[config.mk]
export PLATFORM = sky130hd
export DESIGN_NAME = linear_interp_upsampler_core
export DESIGN_NICKNAME = d
export VERILOG_FILES = /design/src/sv/lup_pkg.sv /design/src/sv/lup_front.sv /design/src/sv/lup_queue.sv /design/src/sv/lup_back.sv /design/src/sv/linear_interp_upsampler_core.sv
export SDC_FILE = /design/constraint.sdc
export NUM_CORES = 2
export LEC_CHECK = 0
export BUFFER_PORTS_ARGS = -buffer_cell sky130_fd_sc_hd__buf_2
export CAP_MARGIN = 20
export CORE_MARGIN = 10
export CORE_UTILIZATION = 50
export DETAILED_ROUTE_END_ITERATION = 12
export PLACE_DENSITY = 0.66
export SLEW_MARGIN = 20
export SYNTH_ARGS = -nofsm -noshare
export SYNTH_HDL_FRONTEND = slang
export SYNTH_SLANG_ARGS = --single-unit
[constraint.sdc]
create_clock -name clock -period 10.75 [get_ports clock]
set_input_delay 2.15 -clock clock [delete_from_list [all_inputs] [get_ports clock]]
set_output_delay 2.15 -clock clock [all_outputs]
set_load 0.02 [all_outputs]
[src/sv/lup_pkg.sv]
// Shared types and constants for the linear interpolation upsampler.
package lup_pkg;

   localparam int SAMPLE_W = 16;
   localparam int DIFF_W   = SAMPLE_W + 1;
   localparam int PHASE_W  = 16;

   // Smallest phase step honoured; keeps a frame at eight results or fewer
   localparam logic [PHASE_W-1:0] STEP_MIN   = 16'd8192;
   localparam logic [PHASE_W-1:0] STEP_RESET = 16'd32768;

   // Source frame request
   typedef struct packed {
      logic signed [SAMPLE_W-1:0] left_sample;
      logic signed [SAMPLE_W-1:0] right_sample;
   } req_type;

   // Interpolated output frame
   typedef struct packed {
      logic signed [SAMPLE_W-1:0] left_out;
      logic signed [SAMPLE_W-1:0] right_out;
      logic                       run_last;
   } rsp_type;

   // One interpolation interval: start frame and slope to the next frame
   typedef struct packed {
      logic signed [SAMPLE_W-1:0] prev_left;
      logic signed [SAMPLE_W-1:0] prev_right;
      logic signed [DIFF_W-1:0]   diff_left;
      logic signed [DIFF_W-1:0]   diff_right;
   } span_type;

   // Handshake between queue stages
   typedef struct packed {
      logic     valid;
      span_type span;
   } span_push_type;

endpackage

[src/sv/lup_front.sv]
// Front end: takes source frames, primes on the first one, forms intervals.
module lup_front
   import lup_pkg::*;
#(
   parameter int CHANNELS = 2
) (
   input  logic          clock,
   input  logic          reset,
   input  logic          req_valid,
   output logic          req_stall,
   input  req_type       req_payload,
   input  logic          q_full,
   output span_push_type q_push
);

   logic                       primed_ff, primed_in;
   logic signed [SAMPLE_W-1:0] prev_left_ff, prev_left_in;
   logic signed [SAMPLE_W-1:0] prev_right_ff, prev_right_in;
   logic signed [SAMPLE_W-1:0] cur_left, cur_right;
   logic                       accept;

   // Mono build repeats the left channel
   assign cur_left  = req_payload.left_sample;
   assign cur_right = (CHANNELS >= 2) ? req_payload.right_sample : req_payload.left_sample;

   // The priming frame never needs queue space
   assign req_stall = primed_ff && q_full;
   assign accept    = req_valid && !req_stall;

   // Interval from stored frame to the incoming one
   always_comb begin
      q_push.valid           = accept && primed_ff;
      q_push.span.prev_left  = prev_left_ff;
      q_push.span.prev_right = prev_right_ff;
      q_push.span.diff_left  = DIFF_W'(cur_left) - DIFF_W'(prev_left_ff);
      q_push.span.diff_right = DIFF_W'(cur_right) - DIFF_W'(prev_right_ff);
   end

   always_comb begin
      primed_in     = primed_ff;
      prev_left_in  = prev_left_ff;
      prev_right_in = prev_right_ff;
      if (accept) begin
         primed_in     = 1'b1;
         prev_left_in  = cur_left;
         prev_right_in = cur_right;
      end
   end

   always_ff @(posedge clock) begin
      if (reset) begin
         primed_ff <= 1'b0;
      end else begin
         primed_ff <= primed_in;
      end
      prev_left_ff  <= prev_left_in;
      prev_right_ff <= prev_right_in;
   end

endmodule

[src/sv/lup_queue.sv]
// Two-entry queue of intervals between front and back end.
module lup_queue
   import lup_pkg::*;
(
   input  logic          clock,
   input  logic          reset,
   input  span_push_type q_push,
   output logic          q_full,
   output logic          q_valid,
   output span_type      q_head,
   input  logic          q_pop
);

   localparam int DEPTH = 2;

   span_type   entry_ff [DEPTH];
   logic       wr_ptr_ff, wr_ptr_in;
   logic       rd_ptr_ff, rd_ptr_in;
   logic [1:0] count_ff, count_in;
   logic       do_push, do_pop;

   assign q_full  = (count_ff == 2'(DEPTH));
   assign q_valid = (count_ff != 2'd0);
   assign q_head  = entry_ff[rd_ptr_ff];
   assign do_push = q_push.valid && !q_full;
   assign do_pop  = q_pop && q_valid;

   // Pointer and fill count
   always_comb begin
      wr_ptr_in = do_push ? ~wr_ptr_ff : wr_ptr_ff;
      rd_ptr_in = do_pop ? ~rd_ptr_ff : rd_ptr_ff;
      count_in  = count_ff;
      if (do_push && !do_pop) begin
         count_in = count_ff + 2'd1;
      end else if (do_pop && !do_push) begin
         count_in = count_ff - 2'd1;
      end
   end

   always_ff @(posedge clock) begin
      if (reset) begin
         wr_ptr_ff <= 1'b0;
         rd_ptr_ff <= 1'b0;
         count_ff  <= 2'd0;
      end else begin
         wr_ptr_ff <= wr_ptr_in;
         rd_ptr_ff <= rd_ptr_in;
         count_ff  <= count_in;
      end
      if (do_push) begin
         entry_ff[wr_ptr_ff] <= q_push.span;
      end
   end

endmodule

[src/sv/lup_back.sv]
// Back end: walks the phase across one interval, one output frame a cycle while the receiver does not stall.
module lup_back
   import lup_pkg::*;
(
   input  logic               clock,
   input  logic               reset,
   input  logic [PHASE_W-1:0] csr_step,
   input  logic               q_valid,
   input  span_type           q_head,
   output logic               q_pop,
   output logic               rsp_valid,
   input  logic               rsp_stall,
   output rsp_type            rsp_payload
);

   span_type           job_ff, job_in;
   logic               job_valid_ff, job_valid_in;
   logic [PHASE_W-1:0] phase_ff, phase_in;
   logic               rsp_valid_ff, rsp_valid_in;
   rsp_type            rsp_ff, rsp_in;

   logic [PHASE_W-1:0]         step;
   logic [PHASE_W:0]           phase_sum;
   logic                       emit, last;
   logic signed [DIFF_W:0]     phase_s;
   logic signed [2*DIFF_W-1:0] prod_left, prod_right;
   logic signed [DIFF_W:0]     lerp_left, lerp_right;

   // Clamp the step so an interval yields at most eight outputs
   assign step      = (csr_step < STEP_MIN) ? STEP_MIN : csr_step;
   assign phase_sum = {1'b0, phase_ff} + {1'b0, step};
   assign last      = phase_sum[PHASE_W];
   assign emit      = job_valid_ff && (!rsp_valid_ff || !rsp_stall);
   assign q_pop     = q_valid && (!job_valid_ff || (emit && last));

   // prev + floor(diff * phase / 2^16); arithmetic shift gives the floor
   assign phase_s    = $signed({2'b00, phase_ff});
   assign prod_left  = job_ff.diff_left * phase_s;
   assign prod_right = job_ff.diff_right * phase_s;
   assign lerp_left  = (DIFF_W+1)'(job_ff.prev_left) + prod_left[2*DIFF_W-1 -: DIFF_W+1];
   assign lerp_right = (DIFF_W+1)'(job_ff.prev_right) + prod_right[2*DIFF_W-1 -: DIFF_W+1];

   // Interval and phase sequencing
   always_comb begin
      job_in       = job_ff;
      job_valid_in = job_valid_ff;
      phase_in     = phase_ff;
      if (emit) begin
         phase_in = phase_sum[PHASE_W-1:0];
         if (last) begin
            job_valid_in = 1'b0;
         end
      end
      if (q_pop) begin
         job_in       = q_head;
         job_valid_in = 1'b1;
      end
   end

   // Output register; holds while the receiver stalls
   always_comb begin
      rsp_in       = rsp_ff;
      rsp_valid_in = rsp_valid_ff && rsp_stall;
      if (emit) begin
         rsp_valid_in     = 1'b1;
         rsp_in.left_out  = lerp_left[SAMPLE_W-1:0];
         rsp_in.right_out = lerp_right[SAMPLE_W-1:0];
         rsp_in.run_last  = last;
      end
   end

   always_ff @(posedge clock) begin
      if (reset) begin
         job_valid_ff <= 1'b0;
         phase_ff     <= '0;
         rsp_valid_ff <= 1'b0;
      end else begin
         job_valid_ff <= job_valid_in;
         phase_ff     <= phase_in;
         rsp_valid_ff <= rsp_valid_in;
      end
      job_ff <= job_in;
      rsp_ff <= rsp_in;
   end

   assign rsp_valid   = rsp_valid_ff;
   assign rsp_payload = rsp_ff;

endmodule

[src/sv/linear_interp_upsampler_core.sv]
// Streaming stereo linear interpolation upsampler, top level.
//
// Source frames arrive on req_ (valid/stall); interpolated frames leave on
// rsp_ (valid/stall), run_last marking the final output of each source frame.
// csr_wr_en/csr_wr_data write the Q0.16 phase step (source over output rate);
// steps below 8192 act as 8192. Write it only while the block is idle.
// The first frame after reset only primes the stored frame and gives nothing.
// Each later frame gives 1 to 8 outputs, one per cycle while the receiver
// does not stall, from a single shared interpolation unit. When the back
// end is free, an accepted frame passes through the queue entry and the
// job register into the output register, where its first output is shown.
// A two-entry interval queue lets the front end keep taking frames while
// the back end works or the receiver stalls; req_stall rises only once that
// queue is full.
// A stalled output is held in the output register unchanged.
// Reset (synchronous) clears the primed flag, phase and queue and
// returns the step to 32768 (2x).
module linear_interp_upsampler_core
   import lup_pkg::*;
#(
   parameter int CHANNELS = 2
) (
   input  logic               clock,
   input  logic               reset,
   input  logic               req_valid,
   output logic               req_stall,
   input  req_type            req_payload,
   output logic               rsp_valid,
   input  logic               rsp_stall,
   output rsp_type            rsp_payload,
   input  logic               csr_wr_en,
   input  logic [PHASE_W-1:0] csr_wr_data
);

   logic [PHASE_W-1:0] step_ff, step_in;
   span_push_type      q_push;
   logic               q_full, q_valid, q_pop;
   span_type           q_head;

   // Phase step register
   assign step_in = csr_wr_en ? csr_wr_data : step_ff;

   always_ff @(posedge clock) begin
      if (reset) begin
         step_ff <= STEP_RESET;
      end else begin
         step_ff <= step_in;
      end
   end

   lup_front #(
      .CHANNELS (CHANNELS)
   ) u_front (
      .clock       (clock),
      .reset       (reset),
      .req_valid   (req_valid),
      .req_stall   (req_stall),
      .req_payload (req_payload),
      .q_full      (q_full),
      .q_push      (q_push)
   );

   lup_queue u_queue (
      .clock   (clock),
      .reset   (reset),
      .q_push  (q_push),
      .q_full  (q_full),
      .q_valid (q_valid),
      .q_head  (q_head),
      .q_pop   (q_pop)
   );

   lup_back u_back (
      .clock       (clock),
      .reset       (reset),
      .csr_step    (step_ff),
      .q_valid     (q_valid),
      .q_head      (q_head),
      .q_pop       (q_pop),
      .rsp_valid   (rsp_valid),
      .rsp_stall   (rsp_stall),
      .rsp_payload (rsp_payload)
   );

endmodule

**Yosys cells after proc, flatten, opt, wreduce, memory -nomap -nowiden**

Memories as Yosys holds them, arrays and structs flattened. A register that Yosys moved wholly into a read port is not among the register bits.
Index checks and enable logic that the tools add are counted.

- Latch bits: 0
- Output and inout port bits: 35
- Memories kept: 1
- RAM bits: 132
- Input bits: 53
- Register bits: 104
- Bits in read-only memories: 0

Memory list:

| name | words | width | rd ports | clocked after memory_dff | wr ports | line | source |
|---|---|---|---|---|---|---|---|
| u_queue.entry_ff | 2 | 66 | 1 | 1 | 1 | lup_queue.sv:16 | `span_type entry_ff [DEPTH];` |

- Muxes and demuxes: 9
- $mul: 2
- Magnitude comparators: 1
- Shift-type cells: 0
- Reduce and logical (&&, ||, !) cells: 25
- Eq/ne operators: 1
- $add $sub $neg: 7
- Divide/modulo/power cells: 0
- Bitwise gates (word level): 2

Operators by type and width:

| operator | number |
|---|---|
| $mul A17 B17 Y32 | 2 |
| $sub A16 B16 Y17 | 2 |
| $add A16 B16 Y16 | 2 |
| $add A16 B16 Y17 | 1 |
| $lt A16 B14 Y1 const B | 1 |
| $mux W16 | 1 |
| $logic_and A1 B1 Y1 | 11 |
| $reduce_bool A2 Y1 | 4 |
| $logic_not A1 Y1 | 7 |
| $mux W1 | 6 |
| $mux W2 | 2 |
| $add A2 B1 Y2 const B | 1 |
| $eq A2 B2 Y1 const B | 1 |
| $logic_or A1 B1 Y1 | 2 |
| $not A1 Y1 | 2 |
| $reduce_and A2 Y1 | 1 |
| $sub A2 B1 Y2 const B | 1 |

**Depth between registers and ports, before layout**

- Depth after elaboration: 10
- Depth in mapped cells: 33
- Mapped depth without buffers: 31

**Cells and area by module**

A second synthesis with hierarchy kept.

- Cell total of the unflattened synthesis: 3223
- Area total of the unflattened synthesis: 33507.1 um2

Modules (own cells, without submodules):

| module | area each (um2) | instances | cells an instance |
|---|---|---|---|
| lup_back | 25254.2 | 1 | 2660 |
| lup_queue | 4989.8 | 1 | 230 |
| lup_front | 2681.3 | 1 | 281 |
| linear_interp_upsampler_core | 581.8 | 1 | 52 |

**Least setup slack after synthesis**

No wires, ideal clock.

- Path type: input -> register
- From: input rsp_stall
- To: register u_queue.count_ff[1]
- Stages on the path: 8
- Required time: 10680 ps
- Path slack: 2133 ps
- Buffers on the path: 0
- Data arrival time: 8547 ps
- Setup time: 70 ps
- Cell sequence: nand2_1 inv_1 o31ai_1 inv_1 ha_1 xor2_1 or3_1 a21oi_1

- Longest elaborated chain between the ends: 10

Ends and longest elaborated chain:

| what | line | source |
|---|---|---|
| start: declaration | linear_interp_upsampler_core.sv:29 | `input logic rsp_stall,` |
| $logic_not A1 Y1 * | lup_back.sv:33 | `assign emit = job_valid_ff && (!rsp_valid_ff \|\| !rsp_stall);` |
| $logic_or A1 B1 Y1 * | lup_back.sv:33 |  |
| $logic_and A1 B1 Y1 * | lup_back.sv:33 |  |
| $logic_and A1 B1 Y1 * | lup_back.sv:34 | `assign q_pop = q_valid && (!job_valid_ff \|\| (emit && last));` |
| $logic_or A1 B1 Y1 * | lup_back.sv:34 |  |
| $logic_and A1 B1 Y1 * | lup_back.sv:34 |  |
| net q_pop | linear_interp_upsampler_core.sv:37 | `logic q_full, q_valid, q_pop;` |
| $logic_and A1 B1 Y1 * | lup_queue.sv:26 | `assign do_pop = q_pop && q_valid;` |
| $logic_not A1 Y1 | lup_queue.sv:33 | `if (do_push && !do_pop) begin` |
| $logic_and A1 B1 Y1 | lup_queue.sv:33 |  |
| $mux W2 / $reduce_bool A2 Y1 (equally long branches) | n/a |  |
| end signal: assignment | lup_queue.sv:48 | `count_ff <= count_in;` |
| end: declaration | lup_queue.sv:19 | `logic [1:0] count_ff, count_in;` |

Mark *: on every way through the listed nets, which the timed path passes. The rest lies on a longest branch.
A chain may end at the register's enable or synchronous reset.

**Worst setup path in the final report**

- From: register u_back.phase_ff[4]
- To: register u_back.rsp_ff, in the netlist u_back.rsp_payload[16], data pin

- Longest elaborated chain between the ends: 2

Ends and longest elaborated chain:

| what | line | source |
|---|---|---|
| start: declaration | lup_back.sv:18 | `logic [PHASE_W-1:0] phase_ff, phase_in;` |
| start signal: assignment | lup_back.sv:79 | `phase_ff <= phase_in;` |
| $mul A17 B17 Y32 | lup_back.sv:39 | `assign prod_right = job_ff.diff_right * phase_s;` |
| $add A16 B16 Y16 | lup_back.sv:41 | `assign lerp_right = (DIFF_W+1)'(job_ff.prev_right) + prod_right[2*DIFF_W-1 -: DIFF_W+1];` |
| net u_back.lerp_right[15] | lup_back.sv:27 | `logic signed [DIFF_W:0] lerp_left, lerp_right;` |
| end signal: assignment | lup_back.sv:83 | `rsp_ff <= rsp_in;` |
| end: declaration | lup_back.sv:20 | `rsp_type rsp_ff, rsp_in;` |

The timed path passes the listed nets, and every way through them passes these cells.

==> impl_metrics.env <==
export IMPL_status="complete, no violations"
export IMPL_ys_seq_elements=302
export IMPL_routed_wl_um=71680
export IMPL_cts_buffers=30
export IMPL_row_count=94
export IMPL_firstDrtPassIters=5
export IMPL_synth_avg_cell_area_um2=10.42
export IMPL_p_comb_share_pct=59.5
export IMPL_critPathLaunchType="flop"
export IMPL_hold_buffers=0
export IMPL_antenna_found_initial=0
export IMPL_sw_frac_of_total_pct=45.43
export IMPL_p_seq_share_pct=26.9
export IMPL_final_nets=4050
export IMPL_slew_headroom_pct=28.01
export IMPL_async_flop_share_pct=0
export IMPL_final_cells=4104
export IMPL_post_dp_hpwl_um=55570
export IMPL_grt_pass1_vias=23800
export IMPL_vias=21530
export IMPL_cts_reportedPaths_clkPinSlew_ns=0.07
export IMPL_p_total_w=0.008138
export IMPL_cts_resized=0
export IMPL_root_buffer="clkbuf_16"
export IMPL_port_buffers=87
export IMPL_timing_final_hold_violations=0
export IMPL_ir_drop_uv=243.6
export IMPL_critPathMaxStageDelay_ns=0.85
export IMPL_cts_max_path_buffers=3
export IMPL_fin_skew_ns=0.03178
export IMPL_critPathMaxFanout=20
export IMPL_synth_distinct_cells=64
export IMPL_grt_pass1_wl_um=121100
export IMPL_ios=88
export IMPL_grt_setup_unrepaired="false"
export IMPL_die_area_um2=77040
export IMPL_die_w_um=277.6
export IMPL_seq_area_frac_synth_pct=26.16
export IMPL_final_area_um2=35550
export IMPL_coreArea_um2=65750
export IMPL_syn_cell_area_um2=33170
export IMPL_diodes=0
export IMPL_fill_cells=5788
export IMPL_ys_warn_count=0
export IMPL_final_min_clock_period_ns=8.774
export IMPL_die_h_um=277.6
export IMPL_critPathRequiredTime_ns=11.07
export IMPL_cts_tree="built"
export IMPL_powerDensity_nw_per_um2=228.9
export IMPL_grt_usage_pct=19.06
export IMPL_setup_ws_ns=1.976
export IMPL_p_int_w=0.004441
export IMPL_fmax_mhz=114.0
export IMPL_place_area_um2=34480
export IMPL_critPathKind="flop to flop"
export IMPL_p_switching_w=0.003698
export IMPL_gp_congestion=0.8712
export IMPL_cts_setup_buffers=0
export IMPL_tns_ns=0
export IMPL_dominantRegCellSynth="edfxtp_1"
export IMPL_vias_per_cell=5.245
export IMPL_leakage_nw=16.94
export IMPL_overflow=0
export IMPL_setup_viol=0
export IMPL_drt_iter0_markers=1190
export IMPL_synth_edff_count=263
export IMPL_end_kind="flop"
export IMPL_hold_class="flop to flop"
export IMPL_critPathArrivalTime_ns=9.09
export IMPL_start_util_pct=50.45
export IMPL_placed_cells=4048
export IMPL_grt_max_degree=69
export IMPL_pwr_share_clk_pct=13.5
export IMPL_post_route_period_util_pct=81.62
export IMPL_drv_cap=0
export IMPL_critPathSlowestCell="dfxtp_1"
export IMPL_final_antenna_net_count=0
export IMPL_wl_per_cell_um=17.47
export IMPL_place_ws_ns=2.092
export IMPL_path_common_cell="fa_1"
export IMPL_layout_drive_gt1_share_pct=7.901
export IMPL_drc=0
export IMPL_cts_sinks=302
export IMPL_synth_nets=4016
export IMPL_slew_violations=0
export IMPL_worst_pin_slew_ns=1.080
export IMPL_syn2layout_area_growth_pct=7.175
export IMPL_syn_inst=3183
export IMPL_clk_latency_ns=0.58
export IMPL_htreeDepth=1
## final cells by class
type                            instances  area [µm²]  area share, %
Multi-Input combinational cell       2033       21340          60.04
Sequential cell                       302        8681          24.42
Inverter                              738        2771          7.796
Tap cell                              864        1081          3.041
Clock buffer                           39       870.8          2.450
Timing Repair Buffer                  112       635.6          1.788
Clock inverter                         16       166.4         0.4681
## synth_stat cells (all sizes together) (7+ instances only)
| cell | number | area, µm² |
|---|---|---|
| inv | 738 | 2770 |
| fa | 535 | 10710 |
| nand2 | 335 | 1257 |
| and2 | 266 | 1664 |
| edfxtp | 263 | 7898 |
| ha | 245 | 3065 |
| clkbuf | 102 | 382.9 |
| xnor2 | 97 | 849.6 |
| nor2 | 92 | 347.8 |
| a21oi | 69 | 349.1 |
| mux2 | 66 | 743.2 |
| o21ai | 44 | 220.2 |
| dfxtp | 39 | 780.8 |
| nor2b | 36 | 225.2 |
| nor3 | 25 | 125.1 |
| xor2 | 21 | 183.9 |
| nand3 | 17 | 85.08 |
| a21o | 16 | 120.1 |
| o21a | 16 | 120.1 |
| mux2i | 15 | 150.1 |
| and3 | 14 | 88.84 |
| a211oi | 13 | 97.59 |
| or3 | 11 | 68.82 |
| nand2b | 10 | 62.56 |
| o31ai | 10 | 88.83 |
| a2111oi | 8 | 76.32 |
| buf | 8 | 30.03 |
| a21boi | 7 | 52.55 |
## cell usage in the layout (no fill, tap or decap), types with 4 or more instances in the layout
master / instances
mux2i_1: 15
nor2b_1: 34
nand2b_1: 10
nand2_1: 335
inv_1: 737
fa_1: 535
buf_2: 87
o21ai_0: 43
a2111oi_0: 7
a211o_1: 4
o21a_1: 16
o31ai_1: 8
a31o_2: 4
clkinv_1: 4
o21bai_1: 5
xnor2_1: 97
ha_1: 245
clkbuf_16: 33
mux2_2: 66
a21boi_0: 7
and2_1: 265
or3_1: 11
nor2_1: 91
nand3_1: 17
o211ai_1: 5
nor3b_1: 4
a21oi_1: 68
or2_2: 5
nor3_1: 24
and3_1: 13
a31oi_1: 4
a211oi_1: 13
clkinv_2: 4
edfxtp_1: 263
buf_4: 24
xor2_1: 21
a21o_1: 16
dfxtp_1: 37
## sequential cells by signal, summed over array words and instances (netlist names)
register	cells
step_ff	16
u_back.job_ff	66
u_back.job_valid_ff	1
u_back.phase_ff	16
u_back.rsp_payload	33
u_back.rsp_valid	1
u_front.prev_left_ff	16
u_front.prev_right_ff	16
u_front.primed_ff	1
u_queue.count_ff	2
u_queue.entry_ff	132
u_queue.rd_ptr_ff	1
u_queue.wr_ptr_ff	1
## per-layer routing
| metal | track usage, % | vias up | part of all wire, % |
|---|---|---|---|
| met5 | 0 | - | 0 |
| met4 | 4.339 | 0 | 1.9 |
| met3 | 1.583 | 100 | 4.4 |
| met2 | 33.30 | 501 | 50 |
| met1 | 25.42 | 11080 | 44 |
| li1 | - | 9845 | - |
## cells by family (layout without fill, tap and decap cells)
group / Yosys count / in the layout / share of synthesized area (%)
xor gates and xnor gates: 118 / 118 / 3.116
and+or+nand+nor: 826 / 826 / 12.28
adders and majority gates: 780 / 780 / 41.53
buffers and inverters: 848 / 905 / 9.596
AOI/OAI and AO/OA: 228 / 228 / 4.617
muxes: 81 / 81 / 2.693
DFF: 302 / 302 / 26.16
## metrics by stage
stage | util (%) | hold WS [ns]
after floorplan | - | 0.4450
after global placement | 52.45 | 0.4493
after detailed placement | 52.45 | 0.4590
after CTS | 54.03 | 0.4745
after global routing | 54.07 | 0.4930
final | 54.07 | 0.4767
## path summary, 6_finish.rpt
path,slack (ns),start,depth (start not counted),endpoint
setup / recovery,1.98,u_back.phase_ff[4],30,u_back.rsp_payload[16]
setup reg to reg,1.98,u_back.phase_ff[4],30,u_back.rsp_payload[16]
hold / removal,0.48,u_front.prev_right_ff[2],0,u_queue.entry_ff[0][36]
hold reg to reg,0.48,u_front.prev_right_ff[2],0,u_queue.entry_ff[0][36]
## critical path: cells and delay by family, from the launching register on
| kind | cells | cell delay (ns) |
|---|---|---|
| buffers and inverters | 5 | 0.62 |
| flip-flops | 1 | 0.85 |
| XOR/XNOR | 2 | 0.29 |
| AND/OR/NAND/NOR | 3 | 0.54 |
| adder cells (fa/ha/maj) | 8 | 3.38 |
| AO/OA/AOI/OAI | 12 | 2.82 |
## power by group through the flow
| stage | logic (W) | registers (W) | clock network (W) |
|---|---|---|---|
| 5_1_grt | 0.00551 | 0.00223 | 0.00117 |
| 3_3_place_gp | 0.00472 | 0.00220 | 0 |
| 3_5_place_dp | 0.00484 | 0.00221 | 0 |
| 6_report | 0.00484 | 0.00219 | 0.00110 |
| 2_1_floorplan | 0.00372 | 0.00203 | 0 |
| 4_1_cts | 0.00488 | 0.00219 | 0.00113 |
No activity file was read; power rests on OpenSTA's default activity.
